File: src/rtl/mcsm_pkg.sv
// shared types, constants and helpers for the clip sequence mixer
package mcsm_pkg;

    localparam int TRACK_SLOTS_DEF  = 4;
    localparam int SAMPLE_DEPTH_DEF = 16384;
    localparam int CLIP_DEPTH_DEF   = 16;
    localparam int SEQ_STEPS_DEF    = 8;

    localparam int ADDR_W   = 14;
    localparam int SAMPLE_W = 16;
    localparam int CLIPID_W = 4;
    localparam int LEN_W    = 15;
    localparam int VOL_W    = 16;
    localparam int SLOT_W   = 3;
    localparam int CNT_W    = 4;

    localparam logic signed [33:0] PCM_PEAK_HI = 34'sd32767;
    localparam logic signed [33:0] PCM_PEAK_LO = -34'sd32768;

    typedef enum logic [2:0] {
        OP_TICK   = 3'd0,
        OP_SAMPLE = 3'd1,
        OP_CLIP   = 3'd2,
        OP_STEP   = 3'd3,
        OP_START  = 3'd4
    } t_op;

    typedef enum logic [2:0] {
        S_IDLE,
        S_CLIP,
        S_READ,
        S_MUL,
        S_ACC,
        S_NEXT,
        S_DONE
    } t_state;

    typedef struct packed {
        logic [2:0]          op;
        logic [ADDR_W-1:0]   sample_addr;
        logic [SAMPLE_W-1:0] sample_value;
        logic [CLIPID_W-1:0] clip_id;
        logic [LEN_W-1:0]    clip_length;
        logic [VOL_W-1:0]    clip_volume;
        logic                clip_silent;
        logic [SLOT_W-1:0]   step_slot;
        logic [CNT_W-1:0]    sequence_count;
    } t_in_word;

    typedef struct packed {
        logic                frame_valid;
        logic [SAMPLE_W-1:0] left;
        logic [SAMPLE_W-1:0] right;
        logic                start_accepted;
    } t_out_word;

    // saturate a wide signed sum to int16
    function automatic logic [15:0] sat16(input logic signed [33:0] v);
        logic [15:0] r;
        if (v > PCM_PEAK_HI) r = 16'h7fff;
        else if (v < PCM_PEAK_LO) r = 16'h8000;
        else r = v[15:0];
        return r;
    endfunction

endpackage

File: src/rtl/mcsm_mac.sv
// shared multiply and saturating accumulate unit
module mcsm_mac (
    input  logic        i_clk,
    input  logic        i_load,
    input  logic        i_mul,
    input  logic        i_acc,
    input  logic        i_clr,
    input  logic [15:0] i_sample,
    input  logic [15:0] i_volume,
    output logic [15:0] o_acc
);
    logic signed [32:0] r_prod;
    logic signed [15:0] r_a;
    logic        [15:0] r_b;
    logic signed [15:0] r_acc;
    logic signed [32:0] n_quot;
    logic signed [33:0] n_sum;

    // divide by 4096 truncating toward zero
    always_comb begin
        if (r_prod < 0) n_quot = -((-r_prod) >>> 12);
        else n_quot = r_prod >>> 12;
        n_sum = 34'(r_acc) + 34'(n_quot);
    end

    always_ff @(posedge i_clk) begin
        if (i_load) begin
            r_a <= i_sample;
            r_b <= i_volume;
        end
        if (i_mul) r_prod <= 33'(r_a) * $signed({1'b0, r_b});
        if (i_clr) r_acc <= '0;
        else if (i_acc) r_acc <= mcsm_pkg::sat16(n_sum);
    end

    assign o_acc = r_acc;
endmodule

File: config.mk
export PLATFORM = sky130hd
export DESIGN_NAME = mcsm_mac
export DESIGN_NICKNAME = d
export VERILOG_FILES = /design/src/rtl/mcsm_pkg.sv /design/src/rtl/mcsm_mac.sv
export SDC_FILE = /design/constraint.sdc
export NUM_CORES = 1
export LEC_CHECK = 0
export BUFFER_PORTS_ARGS = -buffer_cell sky130_fd_sc_hd__buf_2
export CAP_MARGIN = 15
export CORE_MARGIN = 2
export CORE_UTILIZATION = 50
export DETAILED_ROUTE_END_ITERATION = 12
export PLACE_DENSITY_LB_ADDON = 0.1
export SETUP_SLACK_MARGIN = 0.3
export SYNTH_ARGS = -nofsm -noshare
export SYNTH_HDL_FRONTEND = slang
export SYNTH_SLANG_ARGS = --single-unit
File: constraint.sdc
create_clock -name i_clk -period 7.85 [get_ports i_clk]
set_input_delay 0 -clock i_clk [delete_from_list [all_inputs] [get_ports i_clk]]
set_output_delay 0 -clock i_clk [all_outputs]
set_load 0.01 [all_outputs]
==> results summary <==
The top cell type's share of synthesized area came out at roughly 28%. Of the synthesized area, sequential elements account for about 16%. The clock tree skew after final layout is about 0.011 ns. The detailed placer's ending HPWL is about 26 mm. The final setup violation count came out at 0.

Wires add up to about 32 mm. The first-pass GRT wire length is ~54 mm. The initial utilization of the core area, before any placement, comes to 50.9%. The max-capacitance violation count is 0.

The largest net degree at the start of global routing is 34. The worst endpoint required time is just under 8 ns. The clock tree root buffer cell is clkbuf_16. The data arrival time at the worst-slack endpoint is ~7 ns.

The total of warnings raised by yosys came out at 0. The flow ran to the end, and the final reports show no timing, DRC or antenna violations. In the routed design, unresolved DRC markers number 0. Among the stages of the critical path, the cell type that occurs most often is fa_1.

The number of antenna violations at the first check in global routing came to 0. The critical path goes through nand2_1 -> fa_1 -> inv_1 -> fa_1 -> fa_1 -> fa_1 -> inv_1 -> fa_1 -> inv_1 -> fa_1 -> ha_1 -> a21o_1 -> a21oi_1 -> o21ai_0 -> a2111o_1 -> nand2_1 -> o21ai_0 -> a311oi_1 -> xnor2_1. Setup repair after global routing left no endpoint under its margin. Summed over all layers, the global routing overflow is 0.

The area of the placeable core is about 0.028 mm². The synthesized design spends more area on one cell type than any other, namely fa_1. In the post-synthesis netlist, the biggest area contributors are fa_1, edfxtp_1, ha_1, inv_1, nand2_1. After technology mapping, the gate count stands at roughly 1500. Synthesis produced a netlist with a net count of a little under 2000.

The width of the die came out at around 170 µm. The die covers around 0.03 mm². After the first detailed-routing iteration, the DRC count stood at slightly above 700. The number of synthesized flops with an enable pin is 65. The per-instance average area after synthesis is about 9 µm². The most used flip-flop cell after synthesis is edfxtp_1. Counting I/O delays and the setup requirement, the final critical path takes a little under 7 ns.

The die is 172 µm tall. The number of levels the H-tree was split into is 3. The final count of pins violating max slew is 0.

The storage element area came out at roughly 0.0023 mm². The via count of the first global-routing pass is around 11000. The via count of the routed design is about 11000. The largest individual stage delay along the critical path comes from the cell edfxtp_1. Buffers added to address setup during post-CTS repair amount to 0. After synthesis, the share of flip-flops with an asynchronous set or reset is 0%.

After detailed routing, the number of vias per cell comes to 5.43. In this design, the stage delay of the slowest critical-path cell is around 0.85 ns. Derived from the worst setup path, the maximum achievable clock frequency is approximately 140 MHz.

Fill cells in the final layout number between 2000 and 3000. The post-route antenna net violation count came out at 0. STA classifies the critical path startpoint as a flip-flop.

The maximum fanout count along the critical path is 16. The slew at the pin closest to its max-slew limit is around 0.78 ns. The share of the clock period used by the worst path after layout came out at around 88%. The synthesis-to-layout area growth is 8.18%. The I/O pin total is between 50 and 60. The first TritonRoute pass finished after 5 iterations.

The floorplan has 61 rows. The min-delay analysis places its worst path in the category input port to flip-flop. The clock sink count came out at approximately 80. The total of flip-flops plus latches after synthesis is 81.

Yosys mapped the design onto 77 distinct sky130hd cell types. At the end of routability-driven placement, the weighted congestion stood at approximately 0.86. Buffers inserted during clock tree synthesis total 9. The number of antenna cells inserted came out at 0. STA classifies the critical path endpoint as a flip-flop. The multi-input combinational cells in the finished layout cover a total of between 0.01 and 0.015 mm². The number of hold-slack violations in the final timing report was 0.

The critical path is of the flip-flop to flip-flop type. The clock slew at the register clock pins of the worst setup and hold paths came out at 0.07 ns. TritonCTS built the clock tree. The setup TNS after final layout came out at 0 ns.

In this run the tool buffered the top-level ports with between 50 and 60 buffer cells. The maximum clock insertion buffer count came out at 2. The summed instance area of the synthesized netlist came out at 0.0142 mm². For the worst-skew pair, the clock arrives at the later sink with an insertion delay of between 0.3 and 0.4 ns. Headroom to the max-slew limit came out at between 40% and 50%. At the end of the flow, the number of nets in the layout was 1974. The overall global routing resource usage came out at between 20% and 30%. The ratio of cells with drive above 1 in the final layout came out at about 6.3%. Dividing the detail-routed wire length by the instance count gives between 15 and 20 µm.
[through the flow]
stage                     hold WS [ns]  cells  cell area, µm²  util [%]  worst slack (ns)
final                           0.0947   1969           15300      55.0             0.951
after global routing             0.144   1969           15300      55.0             0.628
after detailed placement         0.178   1921           14700      52.7             0.992
after CTS                       0.0886   1969           15300      55.0             0.975
after global placement           0.176   1921           14700      52.7              1.10
after floorplan                 0.0989   1549           14200         -              1.63
[final cells by class]
| type | count | share of cell area [%] |
|---|---|---|
| multi-input combinational | 1170 | 70.2 |
| timing repair buffer | 87 | 3.93 |
| clock inverter | 7 | 0.685 |
| tap | 378 | 3.08 |
| clock buffer | 9 | 1.47 |
| inverter | 237 | 5.80 |
| sequential | 81 | 14.8 |
[layer usage]
layer  wire length (µm)  GRT usage [%]  vias to the layer above
met5                  0              0                        -
met4                544           5.08                        0
met3               1870           3.87                       47
met2              15200           38.7                      306
met1              14700           30.7                     5150
li1                   -              -                     5188
[sequential cells by signal, summed over array words and instances (netlist names)]
| name | flops |
|---|---|
| r_prod | 33 |
| o_acc | 16 |
| r_a | 16 |
| r_b | 16 |
[critical path: cells and delay by family (launching register included)]
family	cells	cell delay, ns
AOI/OAI and AO/OA	6	1.79
xor gates and xnor gates	1	0.11
adders and majority gates	7	3.44
buffers and inverters	3	0.16
DFF	1	0.85
and+or+nand+nor	2	0.28
[synthesized netlist by cell type, types with 3 or more instances]
cell type  number
o211a_1         3
ha_1          156
or2_2           4
o31ai_1         3
a41oi_1         8
xor2_1         21
o311ai_0        3
a211oi_1       11
o211ai_1        4
o32ai_1        14
or4_1           4
o2111ai_1       3
nor4_4          3
nor2_1         72
o21ai_0        43
a211o_1         3
fa_1          195
nand2_1       190
a21o_1         22
a22oi_1         3
nand2b_1       28
a31oi_1         4
nand3_1        28
clkbuf_1       54
o22ai_1         3
nor3_1         12
dfxtp_1        16
o21bai_1        6
a21boi_0        8
or3_1          15
o21a_1          7
nand4_1        18
and4_1          7
nor4_1          6
inv_1         237
xnor2_1        45
nor2b_1        11
edfxtp_1       65
a31o_2          3
and2_1        106
a21oi_1        51
and3_1          9
[path summary, 6_finish.rpt]
path | start | end | slack [ns] | cells past startpoint
hold / removal | i_acc | o_acc[15]$_SDFFE_PP0P_ | 0.09 | 3
setup reg to reg | r_b[7]$_DFFE_PP_ | r_prod[32]$_DFFE_PP_ | 0.95 | 19
setup / recovery | r_b[7]$_DFFE_PP_ | r_prod[32]$_DFFE_PP_ | 0.95 | 19
hold reg to reg | o_acc[6]$_SDFFE_PP0P_ | o_acc[6]$_SDFFE_PP0P_ | 0.57 | 2
[cell families (layout without fill, tap and decap cells)]
family / Yosys count / in the layout / share of synthesized area (%)
fa+ha+maj: 351 / 351 / 41.3
flops: 81 / 81 / 16.0
simple gates: 528 / 528 / 19.4
mux: 3 / 3 / 0.230
compound gates: 221 / 221 / 10.8
buf+inv: 298 / 340 / 8.02
xor+xnor: 67 / 67 / 4.19
[layout by cell type, fill, tap and decap left out, drive strengths merged, types with 5 or more instances in the layout]
| master | instances |
|---|---|
| and3 | 9 |
| edfxtp | 65 |
| a21boi | 9 |
| and2 | 106 |
| clkbuf | 9 |
| buf | 55 |
| a21oi | 51 |
| inv | 241 |
| fa | 195 |
| nand2b | 28 |
| o21ai | 45 |
| xnor2 | 46 |
| xor2 | 21 |
| or2 | 5 |
| o21bai | 6 |
| a211oi | 13 |
| and4 | 7 |
| a31oi | 5 |
| o21a | 7 |
| a41oi | 9 |
| nand3 | 28 |
| dlygate4sd3 | 32 |
| nor4 | 9 |
| or3 | 15 |
| a21o | 24 |
| nor2 | 72 |
| nor2b | 11 |
| ha | 156 |
| nand2 | 190 |
| nor3 | 13 |
| or4 | 5 |
| dfxtp | 16 |
| nand4 | 19 |
| o32ai | 14 |
[timing repair]
item	in CTS	in global routing
hold buffers	32	0
hold endpoints to repair	32	0
gates resized for setup	0	0
Power is left out: the tool's default activity adds up to more than one toggle a clock period on the data nets, which glitch-free logic cannot reach.
